## config.mk

```make
export PLATFORM = sky130hd
export DESIGN_NAME = color_key_centroid
export DESIGN_NICKNAME = d
export VERILOG_FILES = /design/src/rtl/ckc_pkg.sv /design/src/rtl/ckc_front.sv /design/src/rtl/ckc_queue.sv /design/src/rtl/ckc_div.sv /design/src/rtl/ckc_back.sv /design/src/rtl/color_key_centroid.sv
export SDC_FILE = /design/constraint.sdc
export NUM_CORES = 1
export LEC_CHECK = 0
export ABC_AREA = 0
export BUFFER_PORTS_ARGS = -buffer_cell sky130_fd_sc_hd__buf_4
export CORE_MARGIN = 2
export CORE_UTILIZATION = 25
export CTS_CLUSTER_DIAMETER = 200
export CTS_CLUSTER_SIZE = 25
export DETAILED_ROUTE_END_ITERATION = 10
export PLACE_DENSITY = 0.43
export SYNTH_ARGS = -nofsm -noshare
export SYNTH_HDL_FRONTEND = slang
export SYNTH_HIERARCHICAL = 1
export SYNTH_SLANG_ARGS = --single-unit
```

## constraint.sdc

```tcl
create_clock -name clock -period 7.9 [get_ports clock]
set_input_delay 0.79 -clock clock [delete_from_list [all_inputs] [get_ports clock]]
set_output_delay 0.79 -clock clock [all_outputs]
set_load 0.01 [all_outputs]
```

## src/rtl/ckc_pkg.sv

```systemverilog
// Package for the color key centroid block: widths, limits, register codes,
// the request and result types and small helper functions.
// Used by every module in rtl; depends on nothing.
`timescale 1ns / 1ps

package ckc_pkg;

   localparam int MAX_WIDTH  = 2048;
   localparam int MAX_HEIGHT = 2048;

   localparam int PIX_W   = 8;
   localparam int FW_W    = 12;
   localparam int COORD_W = 11;
   localparam int COUNT_W = 23;
   localparam int SUM_W   = 34;
   localparam int STEP_W  = $clog2(SUM_W + 1);

   localparam int CSR_INDEX_W = 3;
   localparam int CSR_DATA_W  = FW_W;

   localparam int QUEUE_DEPTH = 4;
   localparam int QUEUE_PTR_W = $clog2(QUEUE_DEPTH);
   localparam int QUEUE_CNT_W = $clog2(QUEUE_DEPTH + 1);

   localparam logic [CSR_INDEX_W-1:0] CSR_KEY_RED     = 3'd0;
   localparam logic [CSR_INDEX_W-1:0] CSR_KEY_GREEN   = 3'd1;
   localparam logic [CSR_INDEX_W-1:0] CSR_KEY_BLUE    = 3'd2;
   localparam logic [CSR_INDEX_W-1:0] CSR_TOLERANCE   = 3'd3;
   localparam logic [CSR_INDEX_W-1:0] CSR_FRAME_WIDTH = 3'd4;

   localparam logic [PIX_W-1:0] KEY_RED_RESET     = 8'd208;
   localparam logic [PIX_W-1:0] KEY_GREEN_RESET   = 8'd138;
   localparam logic [PIX_W-1:0] KEY_BLUE_RESET    = 8'd116;
   localparam logic [PIX_W-1:0] TOLERANCE_RESET   = 8'd25;
   localparam logic [FW_W-1:0]  FRAME_WIDTH_RESET = 12'd640;

   localparam logic [COUNT_W-1:0] COUNT_MAX   = {COUNT_W{1'b1}};
   localparam logic [COORD_W-1:0] COORD_MAX   = {COORD_W{1'b1}};
   localparam logic [FW_W-1:0]    WIDTH_LIMIT = FW_W'(MAX_WIDTH);
   localparam int ROW_MAX_INT = (MAX_HEIGHT - 1 > 2047) ? 2047 : MAX_HEIGHT - 1;
   localparam logic [COORD_W-1:0] ROW_MAX = COORD_W'(ROW_MAX_INT);

   typedef struct packed {
      logic               mask_bit;
      logic               last_pixel;
      logic [COUNT_W-1:0] match_count;
      logic [SUM_W-1:0]   column_sum;
      logic [SUM_W-1:0]   row_sum;
   } entry_type;

   typedef struct packed {
      logic               mask_bit;
      logic               centroid_valid;
      logic               empty_frame;
      logic [COORD_W-1:0] centroid_col;
      logic [COORD_W-1:0] centroid_row;
   } rsp_type;

   typedef enum logic {
      BACK_PASS,
      BACK_DIVIDE
   } back_state_type;

   function automatic logic [PIX_W-1:0] abs_diff(input logic [PIX_W-1:0] a,
                                                  input logic [PIX_W-1:0] b);
      return (a > b) ? a - b : b - a;
   endfunction

   function automatic logic [COORD_W-1:0] sat_coord(input logic [SUM_W-1:0] q);
      return (q > SUM_W'(COORD_MAX)) ? COORD_MAX : q[COORD_W-1:0];
   endfunction

endpackage

```

## src/rtl/ckc_front.sv

```systemverilog
// Front part: configuration registers, key match per pixel, position counters
// and the running count and sums of matching pixels.
// Depends on ckc_pkg; feeds ckc_queue.
`timescale 1ns / 1ps

module ckc_front
   import ckc_pkg::*;
(
   input  logic                   clock,
   input  logic                   reset,
   input  logic                   csr_write,
   input  logic [CSR_INDEX_W-1:0] csr_index,
   input  logic [CSR_DATA_W-1:0]  csr_data,
   input  logic                   req_push,
   input  logic [PIX_W-1:0]       req_red,
   input  logic [PIX_W-1:0]       req_green,
   input  logic [PIX_W-1:0]       req_blue,
   input  logic                   req_last_pixel,
   input  logic                   q_full,
   output logic                   q_push,
   output entry_type              q_entry
);

   logic [PIX_W-1:0]   key_red_ff, key_green_ff, key_blue_ff, tolerance_ff;
   logic [FW_W-1:0]    frame_width_ff;
   logic [COORD_W-1:0] column_ff, column_in;
   logic [COORD_W-1:0] row_ff, row_in;
   logic [COUNT_W-1:0] count_ff, count_in;
   logic [SUM_W-1:0]   column_sum_ff, column_sum_in;
   logic [SUM_W-1:0]   row_sum_ff, row_sum_in;
   logic               match, add_match, row_end;
   logic [FW_W-1:0]    width_eff;

   always_ff @(posedge clock) begin
      if (reset) begin
         key_red_ff     <= KEY_RED_RESET;
         key_green_ff   <= KEY_GREEN_RESET;
         key_blue_ff    <= KEY_BLUE_RESET;
         tolerance_ff   <= TOLERANCE_RESET;
         frame_width_ff <= FRAME_WIDTH_RESET;
      end else if (csr_write) begin
         unique case (csr_index)
            CSR_KEY_RED:     key_red_ff     <= csr_data[PIX_W-1:0];
            CSR_KEY_GREEN:   key_green_ff   <= csr_data[PIX_W-1:0];
            CSR_KEY_BLUE:    key_blue_ff    <= csr_data[PIX_W-1:0];
            CSR_TOLERANCE:   tolerance_ff   <= csr_data[PIX_W-1:0];
            CSR_FRAME_WIDTH: frame_width_ff <= csr_data;
            default: ;
         endcase
      end
   end

   always_comb begin
      match = (abs_diff(req_red, key_red_ff) <= tolerance_ff) &&
              (abs_diff(req_green, key_green_ff) <= tolerance_ff) &&
              (abs_diff(req_blue, key_blue_ff) <= tolerance_ff);
      add_match = match && (count_ff != COUNT_MAX);
      q_push = req_push && !q_full;

      count_in      = count_ff + COUNT_W'(add_match);
      column_sum_in = add_match ? column_sum_ff + SUM_W'(column_ff) : column_sum_ff;
      row_sum_in    = add_match ? row_sum_ff + SUM_W'(row_ff) : row_sum_ff;

      q_entry.mask_bit    = match;
      q_entry.last_pixel  = req_last_pixel;
      q_entry.match_count = count_in;
      q_entry.column_sum  = column_sum_in;
      q_entry.row_sum     = row_sum_in;

      if (frame_width_ff == '0) begin
         width_eff = FW_W'(1);
      end else if (frame_width_ff > WIDTH_LIMIT) begin
         width_eff = WIDTH_LIMIT;
      end else begin
         width_eff = frame_width_ff;
      end
      row_end = ({1'b0, column_ff} + FW_W'(1)) >= width_eff;

      if (row_end) begin
         column_in = '0;
         row_in    = (row_ff < ROW_MAX) ? row_ff + COORD_W'(1) : row_ff;
      end else begin
         column_in = column_ff + COORD_W'(1);
         row_in    = row_ff;
      end
   end

   always_ff @(posedge clock) begin
      if (reset) begin
         column_ff     <= '0;
         row_ff        <= '0;
         count_ff      <= '0;
         column_sum_ff <= '0;
         row_sum_ff    <= '0;
      end else if (q_push) begin
         if (req_last_pixel) begin
            column_ff     <= '0;
            row_ff        <= '0;
            count_ff      <= '0;
            column_sum_ff <= '0;
            row_sum_ff    <= '0;
         end else begin
            column_ff     <= column_in;
            row_ff        <= row_in;
            count_ff      <= count_in;
            column_sum_ff <= column_sum_in;
            row_sum_ff    <= row_sum_in;
         end
      end
   end

endmodule

```

## src/rtl/ckc_queue.sv

```systemverilog
// Short queue of classified pixels between the front and back parts.
// Depends on ckc_pkg for the entry type and depth.
`timescale 1ns / 1ps

module ckc_queue
   import ckc_pkg::*;
(
   input  logic      clock,
   input  logic      reset,
   input  logic      push,
   input  entry_type din,
   output logic      full,
   input  logic      pop,
   output entry_type dout,
   output logic      empty
);

   entry_type                slot_ff [QUEUE_DEPTH];
   logic [QUEUE_PTR_W-1:0]   wr_ptr_ff, rd_ptr_ff;
   logic [QUEUE_CNT_W-1:0]   fill_ff;

   assign full  = (fill_ff == QUEUE_CNT_W'(QUEUE_DEPTH));
   assign empty = (fill_ff == '0);
   assign dout  = slot_ff[rd_ptr_ff];

   always_ff @(posedge clock) begin
      if (push) begin
         slot_ff[wr_ptr_ff] <= din;
      end
   end

   always_ff @(posedge clock) begin
      if (reset) begin
         wr_ptr_ff <= '0;
         rd_ptr_ff <= '0;
         fill_ff   <= '0;
      end else begin
         if (push) begin
            wr_ptr_ff <= wr_ptr_ff + QUEUE_PTR_W'(1);
         end
         if (pop) begin
            rd_ptr_ff <= rd_ptr_ff + QUEUE_PTR_W'(1);
         end
         fill_ff <= fill_ff + QUEUE_CNT_W'(push) - QUEUE_CNT_W'(pop);
      end
   end

endmodule

```

## src/rtl/ckc_div.sv

```systemverilog
// Restoring divider, one quotient bit per cycle, for a sum over a match count.
// Depends on ckc_pkg for the operand widths.
`timescale 1ns / 1ps

module ckc_div
   import ckc_pkg::*;
(
   input  logic               clock,
   input  logic               reset,
   input  logic               start,
   input  logic [SUM_W-1:0]   dividend,
   input  logic [COUNT_W-1:0] divisor,
   output logic               busy,
   output logic [SUM_W-1:0]   quotient
);

   logic [COUNT_W-1:0] rem_ff, rem_in;
   logic [COUNT_W-1:0] div_ff;
   logic [SUM_W-1:0]   quo_ff;
   logic [STEP_W-1:0]  step_ff;
   logic [COUNT_W:0]   trial, diff;
   logic               fits;

   assign busy     = (step_ff != '0);
   assign quotient = quo_ff;

   always_comb begin
      trial  = {rem_ff, quo_ff[SUM_W-1]};
      diff   = trial - {1'b0, div_ff};
      fits   = (trial >= {1'b0, div_ff});
      rem_in = fits ? diff[COUNT_W-1:0] : trial[COUNT_W-1:0];
   end

   always_ff @(posedge clock) begin
      if (start) begin
         rem_ff <= '0;
         div_ff <= divisor;
         quo_ff <= dividend;
      end else if (busy) begin
         rem_ff <= rem_in;
         quo_ff <= {quo_ff[SUM_W-2:0], fits};
      end
   end

   always_ff @(posedge clock) begin
      if (reset) begin
         step_ff <= '0;
      end else if (start) begin
         step_ff <= STEP_W'(SUM_W);
      end else if (busy) begin
         step_ff <= step_ff - STEP_W'(1);
      end
   end

endmodule

```

## src/rtl/ckc_back.sv

```systemverilog
// Back part: takes classified pixels from the queue, divides the sums at the
// end of a frame and holds the result register of the response channel.
// Depends on ckc_pkg and ckc_div.
`timescale 1ns / 1ps

module ckc_back
   import ckc_pkg::*;
(
   input  logic      clock,
   input  logic      reset,
   input  logic      q_empty,
   input  entry_type q_entry,
   output logic      q_pop,
   input  logic      rsp_pop,
   output logic      rsp_empty,
   output rsp_type   rsp
);

   back_state_type state_ff, state_in;
   logic           valid_ff, valid_in;
   rsp_type        rsp_ff, rsp_in;
   logic           mask_ff;
   logic           out_free, load_out, div_start, div_needed;
   logic           col_busy, row_busy;
   logic [SUM_W-1:0] col_quo, row_quo;

   ckc_div u_col_div (
      .clock    (clock),
      .reset    (reset),
      .start    (div_start),
      .dividend (q_entry.column_sum),
      .divisor  (q_entry.match_count),
      .busy     (col_busy),
      .quotient (col_quo)
   );

   ckc_div u_row_div (
      .clock    (clock),
      .reset    (reset),
      .start    (div_start),
      .dividend (q_entry.row_sum),
      .divisor  (q_entry.match_count),
      .busy     (row_busy),
      .quotient (row_quo)
   );

   assign out_free   = !valid_ff || rsp_pop;
   assign div_needed = q_entry.last_pixel && (q_entry.match_count != '0);
   assign rsp_empty  = !valid_ff;
   assign rsp        = rsp_ff;

   always_comb begin
      state_in  = state_ff;
      q_pop     = 1'b0;
      div_start = 1'b0;
      load_out  = 1'b0;
      rsp_in    = rsp_ff;
      unique case (state_ff)
         BACK_PASS: begin
            if (!q_empty) begin
               if (div_needed) begin
                  q_pop     = 1'b1;
                  div_start = 1'b1;
                  state_in  = BACK_DIVIDE;
               end else if (out_free) begin
                  q_pop                 = 1'b1;
                  load_out              = 1'b1;
                  rsp_in.mask_bit       = q_entry.mask_bit;
                  rsp_in.centroid_valid = 1'b0;
                  rsp_in.empty_frame    = q_entry.last_pixel;
                  rsp_in.centroid_col   = '0;
                  rsp_in.centroid_row   = '0;
               end
            end
         end
         BACK_DIVIDE: begin
            if (!col_busy && !row_busy && out_free) begin
               load_out              = 1'b1;
               rsp_in.mask_bit       = mask_ff;
               rsp_in.centroid_valid = 1'b1;
               rsp_in.empty_frame    = 1'b0;
               rsp_in.centroid_col   = sat_coord(col_quo);
               rsp_in.centroid_row   = sat_coord(row_quo);
               state_in              = BACK_PASS;
            end
         end
         default: state_in = BACK_PASS;
      endcase
      valid_in = load_out || (valid_ff && !rsp_pop);
   end

   always_ff @(posedge clock) begin
      if (reset) begin
         state_ff <= BACK_PASS;
         valid_ff <= 1'b0;
      end else begin
         state_ff <= state_in;
         valid_ff <= valid_in;
      end
   end

   always_ff @(posedge clock) begin
      if (load_out) begin
         rsp_ff <= rsp_in;
      end
      if (div_start) begin
         mask_ff <= q_entry.mask_bit;
      end
   end

endmodule

```

## src/rtl/color_key_centroid.sv

```systemverilog
// Top level of the color key centroid block: front, queue and back parts.
// Depends on ckc_pkg, ckc_front, ckc_queue, ckc_div and ckc_back.
//
// Pixels enter in raster order on the request channel: req_push with the
// three color channels and req_last_pixel, taken when req_full is low.
// Every request gives exactly one response: rsp_mask_bit tells whether the
// pixel lies within csr tolerance of the key color; on the pixel that ends a
// frame, rsp_centroid_valid with the truncated mean column and row of the
// matching pixels, or rsp_empty_frame when nothing matched. A response is
// held while rsp_empty is low and is taken with rsp_pop.
// The front takes one pixel per cycle while req_full is low. A request is
// registered in the queue, then in the result register. A frame end with
// matches goes through two serial dividers in the back; a four-entry queue
// between front and back absorbs pixels meanwhile, after which req_full
// rises until it drains. A stalled receiver fills the result register, then
// the queue, then holds req_full high. Reset clears the counters, sums, queue
// and result valid flag, and loads the default key color, tolerance and frame
// width. Configuration is written through csr_write, csr_index and csr_data
// while no request is in flight; a write to an unused index is ignored.
`timescale 1ns / 1ps

module color_key_centroid
   import ckc_pkg::*;
(
   input  logic                   clock,
   input  logic                   reset,
   input  logic                   csr_write,
   input  logic [CSR_INDEX_W-1:0] csr_index,
   input  logic [CSR_DATA_W-1:0]  csr_data,
   input  logic                   req_push,
   output logic                   req_full,
   input  logic [PIX_W-1:0]       req_red,
   input  logic [PIX_W-1:0]       req_green,
   input  logic [PIX_W-1:0]       req_blue,
   input  logic                   req_last_pixel,
   output logic                   rsp_empty,
   input  logic                   rsp_pop,
   output logic                   rsp_mask_bit,
   output logic                   rsp_centroid_valid,
   output logic                   rsp_empty_frame,
   output logic [COORD_W-1:0]     rsp_centroid_col,
   output logic [COORD_W-1:0]     rsp_centroid_row
);

   logic      q_push, q_pop, q_full, q_empty;
   entry_type q_entry_in, q_entry_out;
   rsp_type   rsp;

   ckc_front u_front (
      .clock          (clock),
      .reset          (reset),
      .csr_write      (csr_write),
      .csr_index      (csr_index),
      .csr_data       (csr_data),
      .req_push       (req_push),
      .req_red        (req_red),
      .req_green      (req_green),
      .req_blue       (req_blue),
      .req_last_pixel (req_last_pixel),
      .q_full         (q_full),
      .q_push         (q_push),
      .q_entry        (q_entry_in)
   );

   ckc_queue u_queue (
      .clock (clock),
      .reset (reset),
      .push  (q_push),
      .din   (q_entry_in),
      .full  (q_full),
      .pop   (q_pop),
      .dout  (q_entry_out),
      .empty (q_empty)
   );

   ckc_back u_back (
      .clock     (clock),
      .reset     (reset),
      .q_empty   (q_empty),
      .q_entry   (q_entry_out),
      .q_pop     (q_pop),
      .rsp_pop   (rsp_pop),
      .rsp_empty (rsp_empty),
      .rsp       (rsp)
   );

   assign req_full           = q_full;
   assign rsp_mask_bit       = rsp.mask_bit;
   assign rsp_centroid_valid = rsp.centroid_valid;
   assign rsp_empty_frame    = rsp.empty_frame;
   assign rsp_centroid_col   = rsp.centroid_col;
   assign rsp_centroid_row   = rsp.centroid_row;

   a_no_pop_when_empty: assert property (@(posedge clock) disable iff (reset)
      q_pop |-> !q_empty)
      else $error("queue popped while empty");

   a_flags_exclusive: assert property (@(posedge clock) disable iff (reset)
      !rsp_empty |-> !(rsp_centroid_valid && rsp_empty_frame))
      else $error("centroid valid and empty frame both set");

   a_centroid_zero: assert property (@(posedge clock) disable iff (reset)
      (!rsp_empty && !rsp_centroid_valid) |->
         (rsp_centroid_col == '0 && rsp_centroid_row == '0))
      else $error("centroid fields nonzero without a valid centroid");

endmodule
```

==> impl_metrics.json <==
{
  "outcome": "finished, final reports clean",
  "power.leakage_nw": 14.6,
  "synthFlopType": "edfxtp_1",
  "yosys_warnings": 6,
  "path_clk_slew_ns": 0.11,
  "first_pass_iters": 5,
  "ys_top_cells_by_area": "edfxtp_1 (42%), dfxtp_1 (12%), mux4_2 (5.7%)",
  "rows": 140,
  "end_kind": "flop",
  "hp-class": "input port to flop",
  "timing.final.crit_share_pct": 79.7,
  "grt_max_degree": 67,
  "cts_made_buffers": 35,
  "path_buf_inv": 1,
  "synth-edff-count": 512,
  "cts_resized": 0,
  "hold_viol": 0,
  "period_minus_slack_ns": 6.30,
  "routedWlPerCell_um": 19.5,
  "start_util_pct": 25.3,
  "synth_cells": 3078,
  "num_vias": 23847,
  "fmax_mhz": 159,
  "setup_viol": 0,
  "setup.worst_path.start_class": "flop",
  "cts_setup_buffers": 0,
  "clk_latency_ns": 0.61,
  "synthSimpleGateAreaFrac_pct": 11.1,
  "ys_ff_latch": 738,
  "clock_skew_ns": 0.0299,
  "syn-num-nets": 3296,
  "hpwl_mm": 66.4,
  "cp_max_fo": 5,
  "drt_iter0_drc": 1523,
  "yosys.area_share.xor_xnor_pct": 3.53,
  "antenna_found_initial": 7,
  "final_cell_area_um2": 40300,
  "gp_congestion": 0.806,
  "maxSlewHeadroom_pct": 15.4,
  "synth_cell_type_count": 93,
  "min_path_cells": 3,
  "synth_compound_area_share_pct": 11.4,
  "rsz0062_at_grt": "no",
  "yosysMostFrequentCell": "edfxtp_1",
  "cts.sinks": 738,
  "dieArea_um2": 150000,
  "ys_seq_area_share_pct": 54.0,
  "ctsLongestPathBuffers": 3,
  "slowest_stage": "dfxtp_1",
  "setup_ws_ns": 1.60,
  "clockRootBuffer": "clkbuf_16",
  "muxShareOfSynthArea_pct": 9.87,
  "grt_usage_pct": 12.7,
  "portBuffers": 71,
  "synth_adder_area_share_pct": 6.10,
  "crit_path_max_incr_delay_ns": 0.40,
  "die_y_um": 388,
  "grt.overflow.total": 0,
  "vias_per_cell": 4.76,
  "maxCapViolCount": 0,
  "drv_slew": 0,
  "die_w_um": 388,
  "tritoncts": "yes",
  "place_worst_setup_slack_ns": 1.11,
  "synth_top_area_cell": "edfxtp_1",
  "syn_to_final_growth_pct": 9.48,
  "power_mw": 12.4,
  "syn_avg_cell_area_um2": 12.0,
  "vdd_drop_max_v": 0.000144,
  "grt_pass1_wl_mm": 150,
  "final_util_pct": 27.6,
  "path_common_cell": "ha_1",
  "htreeDepth": 2,
  "path_depth": 25,
  "fp.coreArea_um2": 146000,
  "placed_area_um2": 39300,
  "first_global_vias": 23769,
  "final_antenna_net_count": 0,
  "crit_required_ns": 8.45,
  "synth_top_family_by_area": "compound AO/OA/AOI/OAI gates",
  "whs_ns": 0.441,
  "drc_errors": 0,
  "drive_above_1_share_pct": 12.7,
  "crit_type": "flop to flop",
  "fin_nets": 3287,
  "cp.arrival_ns": 6.85,
  "yosys-top-cells-count": "edfxtp_1 (512), nand2_1 (229), dfxtp_1 (226)",
  "layout.cells.non_filler": 5015,
  "dp_cells": 4949,
  "syn-cell-area_um2": 36800,
  "worst_pin_slew_ns": 1.26,
  "r2r_cells": 25,
  "critPathTopFamily": "simple AND/OR/NAND/NOR gates",
  "fin_setup_tns_ns": 0,
  "nFillCells": 15116,
  "drt-total-wl_mm": 97.7,
  "powerDensity_nw_per_um2": 308,
  "ios": 72,
  "synth_top_cell_area_share_pct": 41.7,
  "synthArstFlopShare_pct": 0,
  "holdBufCountCts": 0
}
==> registers in the layout, indices dropped and copies added (netlist names), 11 cells and up, named ones only <==
signal                     cells
u_queue/slot_ff              372
u_back/u_row_div/rem_ff       23
u_front/column_ff             11
u_back/u_col_div/quotient     34
u_back/rsp                    25
u_front/column_sum_ff         34
u_front/row_sum_ff            34
u_front/row_ff                11
u_back/u_row_div/div_ff       23
u_back/u_row_div/quotient     34
u_back/u_col_div/div_ff       23
u_front/frame_width_ff        12
u_back/u_col_div/rem_ff       23
u_front/count_ff              23
==> final cells by class <==
class | instances | area, um^2 | share of cell area [%]
clock buffers | 60 | 991 | 2.46
inverters | 176 | 666 | 1.65
multi-input cells | 2006 | 15500 | 38.4
well taps | 1917 | 2400 | 5.95
repair buffers | 112 | 845 | 2.09
flip-flops and latches | 738 | 19900 | 49.3
clock inverters | 4 | 41.3 | 0.102
diodes | 2 | 5.00 | 0.0124
==> metal layers <==
metal	wire length [um]	up-vias	global-route usage [%]	share of wire [%]
met5	0	-	0	0
met4	1530	0	2.49	1.6
met3	2680	78	1.09	2.7
met2	45900	356	21.1	47
met1	47600	11902	18.1	49
li1	-	11511	-	-
==> worst min-delay path: stages <==
cell and delay (ns):
buf_4 0.12, nand2_1 0.05, a21oi_1 0.05
==> cell families (layout without fill, tap and decap cells) <==
group                      after synthesis  after routing
adders and majority gates              173            173
xor gates and xnor gates               147            147
and+or+nand+nor                        810            810
AOI/OAI and AO/OA                      641            641
muxes                                  235            235
other                                    0              2
DFF                                    738            738
buffers and inverters                  334            352
==> placed cells by master (no fill, tap or decap), drive strengths merged, types with 29 or more instances in the layout <==
cell type	n
a21oi	200
buf	112
edfxtp	512
nor2	207
mux2	98
o211ai	32
a22oi	30
xnor2	79
nand3	68
clkbuf	60
a21o	29
or4	33
dfxtp	226
o21a	45
mux4	93
inv	174
nor3	53
ha	162
nand4	42
nand2	230
and3	34
mux2i	44
xor2	67
o21ai	121
==> power by group <==
part           total (mW)  internal (mW)  switching (mW)
sequential           5.51           5.08           0.431
clock                2.16          0.881            1.27
combinational        4.75           1.91            2.84
==> final timing paths <==
kind	slack, ns	startpoint	endpoint
worst min register to register	0.46	u_front/tolerance_ff[1]	u_front/tolerance_ff[1]
worst max-delay path	1.60	u_front/key_blue_ff[0]	u_front/count_ff[20]
worst max register to register	1.60	u_front/key_blue_ff[0]	u_front/count_ff[20]
worst min-delay path	0.44	csr_data[8]	u_front/frame_width_ff[8]
Power figures use the tool's default switching activity.
